--- config.mk ---
export PLATFORM = sky130hd
export DESIGN_NAME = supercap_power_limit_controller
export DESIGN_NICKNAME = d
export VERILOG_FILES = /design/src/sv/splc_pkg.sv /design/src/sv/splc_ctrl.sv /design/src/sv/splc_dp.sv /design/src/sv/supercap_power_limit_controller.sv
export SDC_FILE = /design/constraint.sdc
export NUM_CORES = 1
export LEC_CHECK = 0
export BUFFER_PORTS_ARGS = -buffer_cell sky130_fd_sc_hd__buf_4
export CAP_MARGIN = 20
export CORE_MARGIN = 2
export CORE_UTILIZATION = 55
export DETAILED_ROUTE_END_ITERATION = 8
export GPL_ROUTABILITY_DRIVEN = 1
export PLACE_DENSITY = 0.7
export SYNTH_ARGS = -nofsm -noshare
export SYNTH_HDL_FRONTEND = slang
export SYNTH_SLANG_ARGS = --single-unit
--- constraint.sdc ---
create_clock -name i_clk -period 9.6 [get_ports i_clk]
set_input_delay 0.48 -clock i_clk [delete_from_list [all_inputs] [get_ports i_clk]]
set_output_delay 0.48 -clock i_clk [all_outputs]
set_load 0.005 [all_outputs]
--- src/sv/splc_pkg.sv ---
package splc_pkg;

    localparam int BUF_W   = 10;
    localparam int VOLT_W  = 12;
    localparam int PWR_W   = 14;
    localparam int FRAC_W  = 11;
    localparam int LVL_W   = 2;
    localparam int SQ_W    = 2 * VOLT_W;
    localparam int QUO_W   = 10;
    localparam int CFG_W   = 12;
    localparam int CFG_A_W = 3;
    localparam int CNT_W   = 4;

    // hysteresis levels
    localparam logic [LVL_W-1:0] LVL_LOW  = 2'd0;
    localparam logic [LVL_W-1:0] LVL_MID  = 2'd1;
    localparam logic [LVL_W-1:0] LVL_HIGH = 2'd2;

    // register indexes
    localparam logic [CFG_A_W-1:0] CFG_BUF_LOW  = 3'd0;
    localparam logic [CFG_A_W-1:0] CFG_BUF_MID  = 3'd1;
    localparam logic [CFG_A_W-1:0] CFG_BUF_HIGH = 3'd2;
    localparam logic [CFG_A_W-1:0] CFG_CAP_LOW  = 3'd3;
    localparam logic [CFG_A_W-1:0] CFG_CAP_MID  = 3'd4;
    localparam logic [CFG_A_W-1:0] CFG_CAP_HIGH = 3'd5;
    localparam logic [CFG_A_W-1:0] CFG_VMIN     = 3'd6;
    localparam logic [CFG_A_W-1:0] CFG_VMAX     = 3'd7;

    // register reset values
    localparam logic [BUF_W-1:0]  RST_BUF_LOW  = 10'd20;
    localparam logic [BUF_W-1:0]  RST_BUF_MID  = 10'd40;
    localparam logic [BUF_W-1:0]  RST_BUF_HIGH = 10'd50;
    localparam logic [VOLT_W-1:0] RST_CAP_LOW  = 12'd1300;
    localparam logic [VOLT_W-1:0] RST_CAP_MID  = 12'd1600;
    localparam logic [VOLT_W-1:0] RST_CAP_HIGH = 12'd1900;
    localparam logic [VOLT_W-1:0] RST_VMIN     = 12'd1000;
    localparam logic [VOLT_W-1:0] RST_VMAX     = 12'd2400;

    // 5 W in 0.1 W units
    localparam logic [PWR_W-1:0] LOSS_MARGIN = 14'd50;
    localparam logic [FRAC_W-1:0] FRAC_ONE = 11'd1024;

    // floor(x/5) == (x * 52429) >> 18 for any 16-bit x
    localparam int DIV5_IN_W = 16;
    localparam logic [15:0] RECIP5 = 16'd52429;
    localparam int RECIP5_SH = 18;

    localparam logic [CNT_W-1:0] DIV_LAST = CNT_W'(QUO_W - 1);

    typedef enum logic [1:0] {
        MSEL_V,
        MSEL_LO,
        MSEL_HI
    } t_msel;

    typedef struct packed {
        logic  load;
        logic  mul_en;
        t_msel mul_sel;
        logic  upd_state;
        logic  prep;
        logic  div_step;
        logic  out_load;
    } t_splc_cmd;

endpackage

--- src/sv/splc_ctrl.sv ---
module splc_ctrl (
    input  logic                 i_clk,
    input  logic                 i_rst_n,
    input  logic                 i_in_valid,
    input  logic                 i_out_stall,
    output logic                 o_in_stall,
    output logic                 o_out_valid,
    output splc_pkg::t_splc_cmd  o_cmd
);

    typedef enum logic [2:0] {
        ST_IDLE,
        ST_MUL_V,
        ST_MUL_LO,
        ST_MUL_HI,
        ST_PREP,
        ST_DIV,
        ST_FIN
    } t_state;

    t_state                        r_state;
    logic [splc_pkg::CNT_W-1:0]    r_cnt;
    logic                          r_out_valid;
    logic                          w_out_free;

    // output register can take a new result when empty or being drained
    assign w_out_free  = !r_out_valid || !i_out_stall;
    assign o_in_stall  = (r_state != ST_IDLE);
    assign o_out_valid = r_out_valid;

    always_comb begin
        o_cmd           = '0;
        o_cmd.mul_sel   = splc_pkg::MSEL_V;
        unique case (r_state)
            ST_IDLE:   o_cmd.load = i_in_valid;
            ST_MUL_V: begin
                o_cmd.mul_en    = 1'b1;
                o_cmd.mul_sel   = splc_pkg::MSEL_V;
                o_cmd.upd_state = 1'b1;
            end
            ST_MUL_LO: begin
                o_cmd.mul_en  = 1'b1;
                o_cmd.mul_sel = splc_pkg::MSEL_LO;
            end
            ST_MUL_HI: begin
                o_cmd.mul_en  = 1'b1;
                o_cmd.mul_sel = splc_pkg::MSEL_HI;
            end
            ST_PREP:   o_cmd.prep = 1'b1;
            ST_DIV:    o_cmd.div_step = 1'b1;
            ST_FIN:    o_cmd.out_load = w_out_free;
            default:   o_cmd = '0;
        endcase
    end

    always_ff @(posedge i_clk) begin
        if (!i_rst_n) begin
            r_state     <= ST_IDLE;
            r_cnt       <= '0;
            r_out_valid <= 1'b0;
        end else begin
            // a result drained while the next one loads keeps valid high
            if (r_out_valid && !i_out_stall && !o_cmd.out_load) begin
                r_out_valid <= 1'b0;
            end
            unique case (r_state)
                ST_IDLE: begin
                    if (i_in_valid) begin
                        r_state <= ST_MUL_V;
                    end
                end
                ST_MUL_V:  r_state <= ST_MUL_LO;
                ST_MUL_LO: r_state <= ST_MUL_HI;
                ST_MUL_HI: r_state <= ST_PREP;
                ST_PREP: begin
                    r_cnt   <= '0;
                    r_state <= ST_DIV;
                end
                ST_DIV: begin
                    r_cnt <= r_cnt + 1'b1;
                    if (r_cnt == splc_pkg::DIV_LAST) begin
                        r_state <= ST_FIN;
                    end
                end
                ST_FIN: begin
                    if (w_out_free) begin
                        r_out_valid <= 1'b1;
                        r_state     <= ST_IDLE;
                    end
                end
                default: r_state <= ST_IDLE;
            endcase
        end
    end

endmodule

--- src/sv/splc_dp.sv ---
module splc_dp (
    input  logic                               i_clk,
    input  logic                               i_rst_n,
    input  logic                               i_cfg_we,
    input  logic [splc_pkg::CFG_A_W-1:0]       i_cfg_idx,
    input  logic [splc_pkg::CFG_W-1:0]         i_cfg_data,
    input  splc_pkg::t_splc_cmd                i_cmd,
    input  logic [splc_pkg::BUF_W-1:0]         i_buffer_joules,
    input  logic [splc_pkg::PWR_W-1:0]         i_power_limit,
    input  logic [splc_pkg::PWR_W-1:0]         i_requested_power,
    input  logic [splc_pkg::VOLT_W-1:0]        i_cap_voltage,
    output logic [splc_pkg::PWR_W-1:0]         o_chassis_power,
    output logic [splc_pkg::PWR_W-1:0]         o_charge_power,
    output logic [splc_pkg::FRAC_W-1:0]        o_energy_fraction,
    output logic [splc_pkg::LVL_W-1:0]         o_buffer_level,
    output logic [splc_pkg::LVL_W-1:0]         o_cap_level
);

    localparam int BW = splc_pkg::BUF_W;
    localparam int VW = splc_pkg::VOLT_W;
    localparam int PW = splc_pkg::PWR_W;
    localparam int SW = splc_pkg::SQ_W;
    localparam int QW = splc_pkg::QUO_W;
    localparam int XW = splc_pkg::DIV5_IN_W;

    // configuration
    logic [BW-1:0] r_buf_low, r_buf_mid, r_buf_high;
    logic [VW-1:0] r_cap_low, r_cap_mid, r_cap_high, r_vmin, r_vmax;

    // state
    logic [splc_pkg::LVL_W-1:0] r_buf_st, r_cap_st;

    // latched item
    logic [BW-1:0] r_e;
    logic [PW-1:0] r_lim, r_req;
    logic [VW-1:0] r_v;

    // energy fraction and charge paths
    logic [SW-1:0] r_v2, r_lo2, r_hi2;
    logic [SW-1:0] r_den, r_rem;
    logic [QW-1:0] r_quo;
    logic          r_frac_zero, r_frac_full;
    logic [2*XW-1:0] r_chg_prod;

    logic [VW-1:0] w_mul_a;
    logic [SW-1:0] w_mul_p;
    logic [SW-1:0] w_num, w_den;
    logic [SW:0]   w_trial;
    logic [XW-1:0] w_chg_x;

    function automatic logic [splc_pkg::LVL_W-1:0] next_buf(
        input logic [splc_pkg::LVL_W-1:0] s,
        input logic [BW-1:0] e,
        input logic [BW-1:0] lo,
        input logic [BW-1:0] mid,
        input logic [BW-1:0] hi
    );
        logic [splc_pkg::LVL_W-1:0] n;
        case (s)
            splc_pkg::LVL_HIGH:
                n = (e < mid) ? ((e < lo) ? splc_pkg::LVL_LOW : splc_pkg::LVL_MID)
                              : splc_pkg::LVL_HIGH;
            splc_pkg::LVL_MID:
                n = (e > hi) ? splc_pkg::LVL_HIGH
                             : ((e < lo) ? splc_pkg::LVL_LOW : splc_pkg::LVL_MID);
            default:
                n = (e > hi) ? splc_pkg::LVL_HIGH
                             : ((e > mid) ? splc_pkg::LVL_MID : splc_pkg::LVL_LOW);
        endcase
        return n;
    endfunction

    function automatic logic [splc_pkg::LVL_W-1:0] next_cap(
        input logic [splc_pkg::LVL_W-1:0] s,
        input logic [VW-1:0] v,
        input logic [VW-1:0] lo,
        input logic [VW-1:0] mid,
        input logic [VW-1:0] hi
    );
        logic [splc_pkg::LVL_W-1:0] n;
        case (s)
            splc_pkg::LVL_MID:
                n = (v > hi) ? splc_pkg::LVL_HIGH
                             : ((v < lo) ? splc_pkg::LVL_LOW : splc_pkg::LVL_MID);
            splc_pkg::LVL_HIGH:
                n = (v < mid) ? ((v < lo) ? splc_pkg::LVL_LOW : splc_pkg::LVL_MID)
                              : splc_pkg::LVL_HIGH;
            default:
                n = (v > mid) ? ((v > hi) ? splc_pkg::LVL_HIGH : splc_pkg::LVL_MID)
                              : splc_pkg::LVL_LOW;
        endcase
        return n;
    endfunction

    // one shared 12x12 squarer
    always_comb begin
        case (i_cmd.mul_sel)
            splc_pkg::MSEL_LO: w_mul_a = r_vmin;
            splc_pkg::MSEL_HI: w_mul_a = r_vmax;
            default:           w_mul_a = r_v;
        endcase
    end
    assign w_mul_p = w_mul_a * w_mul_a;

    assign w_num   = r_v2 - r_lo2;
    assign w_den   = r_hi2 - r_lo2;
    assign w_trial = {r_rem, 1'b0} - {1'b0, r_den};

    // lim*4 in the middle state, lim*3 otherwise; then /5
    assign w_chg_x = (r_buf_st == splc_pkg::LVL_MID) ? {r_lim, 2'b00}
                                                     : ({2'b00, r_lim} + {1'b0, r_lim, 1'b0});

    always_ff @(posedge i_clk) begin
        if (!i_rst_n) begin
            r_buf_low  <= splc_pkg::RST_BUF_LOW;
            r_buf_mid  <= splc_pkg::RST_BUF_MID;
            r_buf_high <= splc_pkg::RST_BUF_HIGH;
            r_cap_low  <= splc_pkg::RST_CAP_LOW;
            r_cap_mid  <= splc_pkg::RST_CAP_MID;
            r_cap_high <= splc_pkg::RST_CAP_HIGH;
            r_vmin     <= splc_pkg::RST_VMIN;
            r_vmax     <= splc_pkg::RST_VMAX;
        end else if (i_cfg_we) begin
            unique case (i_cfg_idx)
                splc_pkg::CFG_BUF_LOW:  r_buf_low  <= i_cfg_data[BW-1:0];
                splc_pkg::CFG_BUF_MID:  r_buf_mid  <= i_cfg_data[BW-1:0];
                splc_pkg::CFG_BUF_HIGH: r_buf_high <= i_cfg_data[BW-1:0];
                splc_pkg::CFG_CAP_LOW:  r_cap_low  <= i_cfg_data[VW-1:0];
                splc_pkg::CFG_CAP_MID:  r_cap_mid  <= i_cfg_data[VW-1:0];
                splc_pkg::CFG_CAP_HIGH: r_cap_high <= i_cfg_data[VW-1:0];
                splc_pkg::CFG_VMIN:     r_vmin     <= i_cfg_data[VW-1:0];
                splc_pkg::CFG_VMAX:     r_vmax     <= i_cfg_data[VW-1:0];
                default: ;
            endcase
        end
    end

    always_ff @(posedge i_clk) begin
        if (!i_rst_n) begin
            r_buf_st <= splc_pkg::LVL_HIGH;
            r_cap_st <= splc_pkg::LVL_LOW;
        end else if (i_cmd.upd_state) begin
            r_buf_st <= next_buf(r_buf_st, r_e, r_buf_low, r_buf_mid, r_buf_high);
            r_cap_st <= next_cap(r_cap_st, r_v, r_cap_low, r_cap_mid, r_cap_high);
        end
    end

    always_ff @(posedge i_clk) begin
        if (i_cmd.load) begin
            r_e   <= i_buffer_joules;
            r_lim <= i_power_limit;
            r_req <= i_requested_power;
            r_v   <= i_cap_voltage;
        end
        if (i_cmd.mul_en) begin
            case (i_cmd.mul_sel)
                splc_pkg::MSEL_LO: r_lo2 <= w_mul_p;
                splc_pkg::MSEL_HI: r_hi2 <= w_mul_p;
                default:           r_v2  <= w_mul_p;
            endcase
        end
        if (i_cmd.prep) begin
            r_frac_zero <= (r_v2 <= r_lo2);
            // quotient reaches one whenever numerator >= denominator
            r_frac_full <= (r_hi2 <= r_lo2) || (w_num >= w_den);
            r_den       <= w_den;
            r_rem       <= w_num;
            r_quo       <= '0;
            r_chg_prod  <= w_chg_x * splc_pkg::RECIP5;
        end
        if (i_cmd.div_step) begin
            // restoring step; remainder stays below the denominator
            if (!w_trial[SW]) begin
                r_rem <= w_trial[SW-1:0];
                r_quo <= {r_quo[QW-2:0], 1'b1};
            end else begin
                r_rem <= {r_rem[SW-2:0], 1'b0};
                r_quo <= {r_quo[QW-2:0], 1'b0};
            end
        end
        if (i_cmd.out_load) begin
            if (r_cap_st == splc_pkg::LVL_MID || r_cap_st == splc_pkg::LVL_HIGH) begin
                o_chassis_power <= r_req;
            end else if (r_lim > splc_pkg::LOSS_MARGIN) begin
                o_chassis_power <= r_lim - splc_pkg::LOSS_MARGIN;
            end else begin
                o_chassis_power <= '0;
            end
            if (r_buf_st == splc_pkg::LVL_HIGH) begin
                o_charge_power <= r_lim;
            end else begin
                o_charge_power <= r_chg_prod[splc_pkg::RECIP5_SH +: PW];
            end
            if (r_frac_zero) begin
                o_energy_fraction <= '0;
            end else if (r_frac_full) begin
                o_energy_fraction <= splc_pkg::FRAC_ONE;
            end else begin
                o_energy_fraction <= {1'b0, r_quo};
            end
            o_buffer_level <= r_buf_st;
            o_cap_level    <= r_cap_st;
        end
    end

endmodule

--- src/sv/supercap_power_limit_controller.sv ---
// Channel  Handshake                 Payload
// input    i_in_valid / o_in_stall   buffer_joules, power_limit, requested_power, cap_voltage
// output   o_out_valid / i_out_stall chassis_power, charge_power, energy_fraction, levels
// config   i_cfg_we                  i_cfg_idx, i_cfg_data
//
// One item at a time: a new item is taken only after the current one has made three passes
// through the shared squarer, a prep step and a 10-step restoring divider for the energy
// fraction, and its result has been written to the output register.
// Synchronous active-low reset restores the thresholds, buffer state high, cap state low.
// A stalled result holds in the output register; a new item is still taken meanwhile,
// and only its final write waits for the output register to drain.
module supercap_power_limit_controller (
    input  logic                               i_clk,
    input  logic                               i_rst_n,
    input  logic                               i_cfg_we,
    input  logic [splc_pkg::CFG_A_W-1:0]       i_cfg_idx,
    input  logic [splc_pkg::CFG_W-1:0]         i_cfg_data,
    input  logic                               i_in_valid,
    output logic                               o_in_stall,
    input  logic [splc_pkg::BUF_W-1:0]         i_buffer_joules,
    input  logic [splc_pkg::PWR_W-1:0]         i_power_limit,
    input  logic [splc_pkg::PWR_W-1:0]         i_requested_power,
    input  logic [splc_pkg::VOLT_W-1:0]        i_cap_voltage,
    output logic                               o_out_valid,
    input  logic                               i_out_stall,
    output logic [splc_pkg::PWR_W-1:0]         o_chassis_power,
    output logic [splc_pkg::PWR_W-1:0]         o_charge_power,
    output logic [splc_pkg::FRAC_W-1:0]        o_energy_fraction,
    output logic [splc_pkg::LVL_W-1:0]         o_buffer_level,
    output logic [splc_pkg::LVL_W-1:0]         o_cap_level
);

    splc_pkg::t_splc_cmd w_cmd;

    splc_ctrl u_ctrl (
        .i_clk       (i_clk),
        .i_rst_n     (i_rst_n),
        .i_in_valid  (i_in_valid),
        .i_out_stall (i_out_stall),
        .o_in_stall  (o_in_stall),
        .o_out_valid (o_out_valid),
        .o_cmd       (w_cmd)
    );

    splc_dp u_dp (
        .i_clk             (i_clk),
        .i_rst_n           (i_rst_n),
        .i_cfg_we          (i_cfg_we),
        .i_cfg_idx         (i_cfg_idx),
        .i_cfg_data        (i_cfg_data),
        .i_cmd             (w_cmd),
        .i_buffer_joules   (i_buffer_joules),
        .i_power_limit     (i_power_limit),
        .i_requested_power (i_requested_power),
        .i_cap_voltage     (i_cap_voltage),
        .o_chassis_power   (o_chassis_power),
        .o_charge_power    (o_charge_power),
        .o_energy_fraction (o_energy_fraction),
        .o_buffer_level    (o_buffer_level),
        .o_cap_level       (o_cap_level)
    );

endmodule

-- Word-level counts from Yosys, hierarchy flattened
Index checks and enable logic that the tools add are counted.
- register bits after elaboration: 359
- bits in latches: 0
- bits in writable memories: 0
- ROM bits: 0
- input port bits: 70
- word-level logic and storage cells: 141
- memories kept: 0
- add/sub/neg operators: 6
- $mul: 2
- divide/modulo/power cells: 0
- $lt $le $gt $ge: 12
- equal/unequal tests: 23
- shifts and indexed selects: 0
- multiplexer cells: 38
- bitwise logic cells: 1
- reduce and logical (&&, ||, !) cells: 27
- operators by type and width (kind ; count):
    24-bit two-way mux ; 3
    24-bit <= comparator ; 2
    24-bit subtractor ; 2
    14-bit two-way mux ; 3
    16-bit by 16-bit multiplier with 32-bit output, second input constant ; 1
    25-bit by 24-bit subtractor with 25-bit output ; 1
    24-bit >= comparator ; 1
    12-bit greater-than comparator ; 2
    12-bit < comparator ; 2
    12-bit by 12-bit multiplier with 24-bit output ; 1
    12-bit one-hot mux with 2 select lines ; 1
    2-bit AND reduction ; 11
    3-bit equality test, second input constant ; 7
    3-bit one-hot mux with 7 select lines ; 1
    10-bit greater-than comparator ; 2
    10-bit < comparator ; 2
    10-bit two-way mux ; 2
    14-bit by 15-bit adder with 16-bit output ; 1
    16-bit two-way mux ; 1
    14-bit by 6-bit greater-than comparator with 1-bit output, second input constant ; 1
    2-bit two-way mux ; 7
    14-bit by 6-bit subtractor with 14-bit output, second input constant ; 1
    3-bit by 2-bit equality test with 1-bit output, second input constant ; 4
    1-bit two-way mux ; 12
    21 further kinds ; 38

-- Logic depth before layout (Yosys ltp)
Gate-level depths: netlist of the first run.
- depth in word-level cells: 8
- depth in mapped cells: 32

-- Hierarchy
Synthesis of the first run repeated with hierarchy kept, for this count alone.
- cells, all modules: 2708
- area, all modules: 27111.0 sq um
- by module, submodules not included (module ; instances ; cells an instance ; area an instance (sq um) ; sequential area each (sq um)):
    splc_dp ; 1 ; 2649 ; 26598.0 ; 8968.6
    splc_ctrl ; 1 ; 59 ; 513.0 ; 160.2

-- Worst setup path after synthesis of the first run
OpenSTA, ideal clock, no wires.
- path type: register to register
- start point: reg u_dp.r_lim[1]
- end point: reg u_dp.r_chg_prod[28], data pin
- data arrival time: 7220 ps
- required time: 9342 ps
- setup slack: 2123 ps
- cell stages (with the launch flop): 31
- path buffers: 0
- path through: edfxtp_1 -> ha_1 -> inv_1 -> fa_1 -> nand2b_1 -> a21oi_1 -> o21ai_1 -> a21oi_1 -> or2_2 -> a21oi_1 -> a21oi_1 -> a21oi_1 -> o21ai_0 -> ha_1 -> ha_1 -> inv_1 -> fa_1 -> inv_1 -> fa_1 -> fa_1 -> fa_1 -> ha_1 -> a21o_1 -> a2111oi_0 -> o21ai_0 -> a31oi_1 -> o21a_1 -> o21ai_1 -> a31o_2 -> a21oi_1 -> xnor2_1
- word-level cells in the longest chain between the ends: 3
- RTL lines (what ; RTL line ; source):
    start, declared ; splc_dp.sv:35 ; logic [PW-1:0] r_lim, r_req;
    start signal, assigned ; splc_dp.sv:151 ; r_lim <= i_power_limit;
    14-bit by 15-bit adder with 16-bit output ; splc_dp.sv:111 ; : ({2'b00, r_lim} + {1'b0, r_lim, 1'b0});
    16-bit two-way mux * ; splc_dp.sv:110 ; assign w_chg_x = (r_buf_st == splc_pkg::LVL_MID) ? {r_lim, 2'b00}
    16-bit by 16-bit multiplier with 32-bit output * ; splc_dp.sv:169 ; r_chg_prod <= w_chg_x * splc_pkg::RECIP5;
    end signal, assigned ; splc_dp.sv:169 ;
    end, declared ; splc_dp.sv:43 ; logic [2*XW-1:0] r_chg_prod;
Mark *: on every way between the ends. The rest lies on a longest branch, timed or not.
A chain may end at the register's enable or synchronous reset.

-- Worst setup path in the final report of the first run
Ends and elaborated chain as after synthesis.

==> results of run 1 <==
[how the worst max path moves through the flow]
stage	start	to	depth (start not counted)
finish	u_dp.r_lim[1]	u_dp.r_chg_prod[28]	31
global route	u_dp.r_lim[3]	u_dp.r_chg_prod[28]	31
CTS	u_dp.r_lim[2]	u_dp.r_chg_prod[28]	31
detailed placement	u_dp.r_lim[2]	u_dp.r_chg_prod[28]	31
global placement	u_dp.r_lim[2]	u_dp.r_chg_prod[28]	31
floorplan	u_dp.r_lim[1]	u_dp.r_chg_prod[28]	30
[cells in the final DEF (no fill, tap or decap), types with 68 or more instances in the layout]
cell and n:
fa_1 163, o21ai_0 77, inv_1 485, xnor2_1 82, a21boi_0 68, nor2_1 141
ha_1 386, nand2_1 294, dfxtp_1 102, buf_4 131, a21oi_1 109, edfxtp_1 236
[layer usage]
layer | wire (µm) | share of wire [%] | track usage, % | up-vias
met5 | 0 | 0 | 0 | -
met4 | 1490 | 2.4 | 7.04 | 0
met3 | 2820 | 4.5 | 3.54 | 86
met2 | 29600 | 47 | 42.5 | 463
met1 | 29300 | 46 | 34.6 | 9636
li1 | - | - | - | 9648
[area by class of cell]
class	count	share of cell area [%]
clock inverter	19	0.763
inverter	488	6.03
timing repair buffer	137	3.59
multi-input combinational	1896	53.1
clock buffer	49	3.64
antenna	1	0.00824
tap	664	2.74
sequential	338	30.1
[kinds of logic after synthesis]
logic type	synth area share [%]
simple gates	10.7
compound gates	13.2
fa+ha+maj	29.5
mux	1.28
xor+xnor	4.03
flops	33.3
buf+inv	7.93
[registers in the layout, indices dropped and copies added (netlist names), 14 cells and up]
signal / flops
u_dp.o_charge_power: 14
u_dp.o_chassis_power: 14
u_dp.r_chg_prod: 14
u_dp.r_den: 24
u_dp.r_hi2: 23
u_dp.r_lim: 14
u_dp.r_lo2: 23
u_dp.r_rem: 24
u_dp.r_req: 14
u_dp.r_v2: 23
[per-stage QoR]
step           setup slack, ns  instance area [µm²]  util, %  cells  hold WS (ns)
5_1_grt                  0.559                30400     61.9   3592        0.0379
2_1_floorplan             2.12                27400        -   2796         0.441
3_5_place_dp              1.33                28900     58.9   3516         0.460
4_1_cts                   1.24                30200     61.6   3584        0.0323
3_3_place_gp              1.47                28900     58.9   3515         0.452
6_report                  1.12                30400     61.9   3592        0.0607
[worst max-delay path: cells and delay by family (launching register included)]
kind | cells | cell delay [ns]
simple gates | 1 | 0.07
xor+xnor | 2 | 0.22
compound gates | 15 | 3.87
fa+ha+maj | 8 | 3.26
flops | 1 | 0.51
buf+inv | 5 | 0.33
==> results.cfg, run 1 <==
[synthesis]
ys_warn_count = 0
synth.distinct_cells = 80
syn-num-nets = 3415
synth_cells = 2796
synth_area_per_cell_um2 = 9.80
synth_top_area_share_pct = 25.9
dominantRegCellSynth = edfxtp_1
synth_area_leaders = edfxtp_1 26%, ha_1 18%, fa_1 12%
yosys.cell_count.top_type = inv_1
yosysSeqAreaShare_pct = 33.3
synth-edff-count = 236
yosys-top-cells-count = 485 x inv_1, 386 x ha_1, 294 x nand2_1
ys_seq_elements = 338
async_flop_share_pct = 0
synth_area_um2 = 27400
yosysTopAreaCell = edfxtp_1

[min_path]
hold_start = i_buffer_joules[0]
min_to = u_dp.r_e[0]
hp-class = in -> reg
hold_depth = 1

[place]
io_buffers = 114
hpwlAfterDp_um = 49700
gp_congestion = 0.974

[setup_path]
crit_required_ns = 9.94
rrSetupSlack_ns = 1.12
r2r_start = u_dp.r_lim[1]
critPathMaxFanout = 8
cpMostUsedCell = inv_1
arrival_ns = 8.82
slowest_stage = a2111oi_0
critPathCaptureType = register
critPathMaxStageDelay_ns = 0.65
start_kind = register
rr_endpoint = u_dp.r_chg_prod[28]
reg2regPathDepth = 31
critPathKind = reg -> reg

[die]
fp-row-count = 81
ioPinCount = 115
core-area_um2 = 49100
dieWidth_um = 227
die_area_um2 = 51600
start_util_pct = 55.9
die_h_um = 227

[clock_tree]
ctsResizeCount = 0
clk_latency_ns = 0.60
htree_levels = 2
hold_buffers = 0
clk_pin_slew_ns = 0.06
cts_buffer_depth = 3
cts_tree = done
clockRootBuffer = clkbuf_16
post_cts_buffers = 0
cts_made_buffers = 39
numClockSinks = 338

[status]
outcome = finished, final reports clean

[drt]
drt_wl_total_um = 63200
via_count = 19800
dr.pass1.iters = 5
drcViolationCount = 0
drt_iter0_drc = 1235
postRouteAntennaNets = 0
via_per_inst = 5.52
wl_per_cell_um = 17.6

[final_layout]
drive_above_1_share_pct = 8.20
multi_input_area_um2 = 16100
regArea_um2 = 9130
syn_to_final_growth_pct = 10.7
fill_cells = 4112
nets = 3519

[grt]
grt_pass1_vias = 20500
antenna_found_initial = 1
grt_usage_pct = 25.4
grt_pass1_wl_um = 104000
overflow = 0
grt_max_degree = 104

[timing]
setup_viol = 0
hold_violations = 0
max_freq_mhz = 118
fin_crit_ns = 8.48
worst-slew-pin-transition_ns = 1.12
setup_tns_ns = 0
fin_crit_sh_pct = 88.4
fin_skew_ns = 0.0348
slew_violations = 0
rsz0062_at_grt = false
slew_headroom_pct = 24.7

[flow_run]
cap_violations = 0
Power of run 1 is left out: the tool's default activity adds up to more than one toggle a clock period on the data nets, which glitch-free logic cannot reach.
==> run 2: changes to the inputs <==
--- a/config.mk
+++ b/config.mk
@@ -9,3 +9,3 @@
 export CAP_MARGIN = 20
-export CORE_MARGIN = 2
+export CORE_MARGIN = 8
 export CORE_UTILIZATION = 55
--- a/constraint.sdc
+++ b/constraint.sdc
@@ -3,2 +3,2 @@
 set_output_delay 0.48 -clock i_clk [all_outputs]
-set_load 0.005 [all_outputs]
+set_load 0.1 [all_outputs]
==> run 2 against run 1 <==
  * Core utilization down 0.83 points
  * Critical endpoint unchanged
  * Register-to-register slack improved by 0.17 ns
  * Cell count rose by 0.31%
  * Sequential cell count did not move
  * Global-route usage fell by 2.8 points
==> results.cfg, run 2 (synthesis results as in run 1) <==
[die]
ioPinCount = 115
dieWidth_um = 239
fp-row-count = 82
die_area_um2 = 57200
start_util_pct = 55.2
core-area_um2 = 49700
die_h_um = 239

[timing]
fin_crit_sh_pct = 86.6
worst-slew-pin-transition_ns = 1.00
setup_tns_ns = 0
rsz0062_at_grt = false
setup_viol = 0
slew_violations = 0
hold_violations = 0
fin_crit_ns = 8.31
slew_headroom_pct = 31.5
max_freq_mhz = 120
fin_skew_ns = 0.0302

[setup_path]
start_kind = register
rr_endpoint = u_dp.r_chg_prod[28]
critPathKind = reg -> reg
slowest_stage = a2111oi_0
cpMostUsedCell = inv_1
critPathCaptureType = register
critPathMaxStageDelay_ns = 0.59
crit_required_ns = 9.95
r2r_start = u_dp.r_lim[3]
rrSetupSlack_ns = 1.29
critPathMaxFanout = 6
reg2regPathDepth = 31
arrival_ns = 8.66

[clock_tree]
cts_buffer_depth = 3
htree_levels = 2
cts_made_buffers = 39
clk_pin_slew_ns = 0.06
numClockSinks = 338
post_cts_buffers = 0
clk_latency_ns = 0.59
hold_buffers = 0
cts_tree = done
ctsResizeCount = 0
clockRootBuffer = clkbuf_16

[place]
gp_congestion = 0.911
io_buffers = 114
hpwlAfterDp_um = 50300

[final_layout]
regArea_um2 = 9130
layout_common_cells = 485 x inv_1, 386 x ha_1, 294 x nand2_1, 236 x edfxtp_1, 163 x fa_1
fill_cells = 4184
layout_commonest_cell = inv_1
syn_to_final_growth_pct = 10.6
largest_registers = u_dp.r_den (24), u_dp.r_rem (24)
multi_input_area_um2 = 16100
nets = 3520
diodes = 0
drive_above_1_share_pct = 8.09

[flow_run]
cap_violations = 0

[drt]
via_per_inst = 5.48
postRouteAntennaNets = 0
drt_iter0_drc = 1130
wl_met3_um = 3600
top_layer_used = met4
via_count = 19700
drt_wl_total_um = 63800
wl_met1_um = 28300
wl_met2_um = 29900
dr.pass1.iters = 5
wl_per_cell_um = 17.7
drcViolationCount = 0

[min_path]
hp-class = in -> reg
hold_start = i_cap_voltage[8]
min_to = u_dp.r_v[8]
hold_depth = 1

[grt]
antenna_found_initial = 1
grt_usage_pct = 22.7
grt_max_degree = 104
grt_pass1_vias = 20300
overflow = 0
grt_pass1_wl_um = 105000

[status]
outcome = finished, final reports clean
run 2: cell types whose count changed in the layout (fill, tap and decap cells not counted), sizes merged:
cell,change
dlymetal6s2s,+1
diode,-1
inv,-1
buf,+1
bufinv,-1
clkinv,+4
run 2: layer usage:
layer | global-route usage [%] | up-vias
met5 | 0 | -
met4 | 7.42 | 0
met3 | 3.57 | 116
met2 | 37.9 | 520
met1 | 29.9 | 9450
li1 | - | 9650
run 2: worst max path at each step:
stage                  startpoint                   to
CTS                 u_dp.r_lim[1]  u_dp.r_chg_prod[28]
detailed placement  u_dp.r_lim[3]  u_dp.r_chg_prod[28]
finish              u_dp.r_lim[3]  u_dp.r_chg_prod[28]
global placement    u_dp.r_lim[2]  u_dp.r_chg_prod[28]
floorplan           u_dp.r_lim[1]  u_dp.r_chg_prod[28]
global route        u_dp.r_lim[1]  u_dp.r_chg_prod[28]
run 2: final cells by class:
class / count / share of cell area [%]
clock buffers: 50 / 3.45
clock inverters: 21 / 0.755
inverters: 488 / 6.04
multi-input cells: 1896 / 53.2
flip-flops and latches: 338 / 30.1
well taps: 672 / 2.77
repair buffers: 138 / 3.64
run 2: metrics by stage:
stage	worst slack, ns	util, %	area [µm²]	hold WS, ns	cells
2_1_floorplan	2.12	-	27400	0.441	2796
3_3_place_gp	1.52	58.2	28900	0.453	3524
3_5_place_dp	1.34	58.2	28900	0.460	3524
4_1_cts	1.35	60.8	30200	0.0326	3595
5_1_grt	0.694	61.0	30300	0.0430	3603
6_report	1.29	61.0	30300	0.0607	3603
run 2: critical path: cells and delay by family, from the launching register on:
kind                     cells  cell delay, ns
AO/OA/AOI/OAI               14            3.48
XOR/XNOR                     2            0.22
adder cells (fa/ha/maj)      8            3.29
buffers and inverters        5            0.33
flip-flops                   1            0.45
AND/OR/NAND/NOR              2            0.29
Power of run 2 is left out for the same reason.
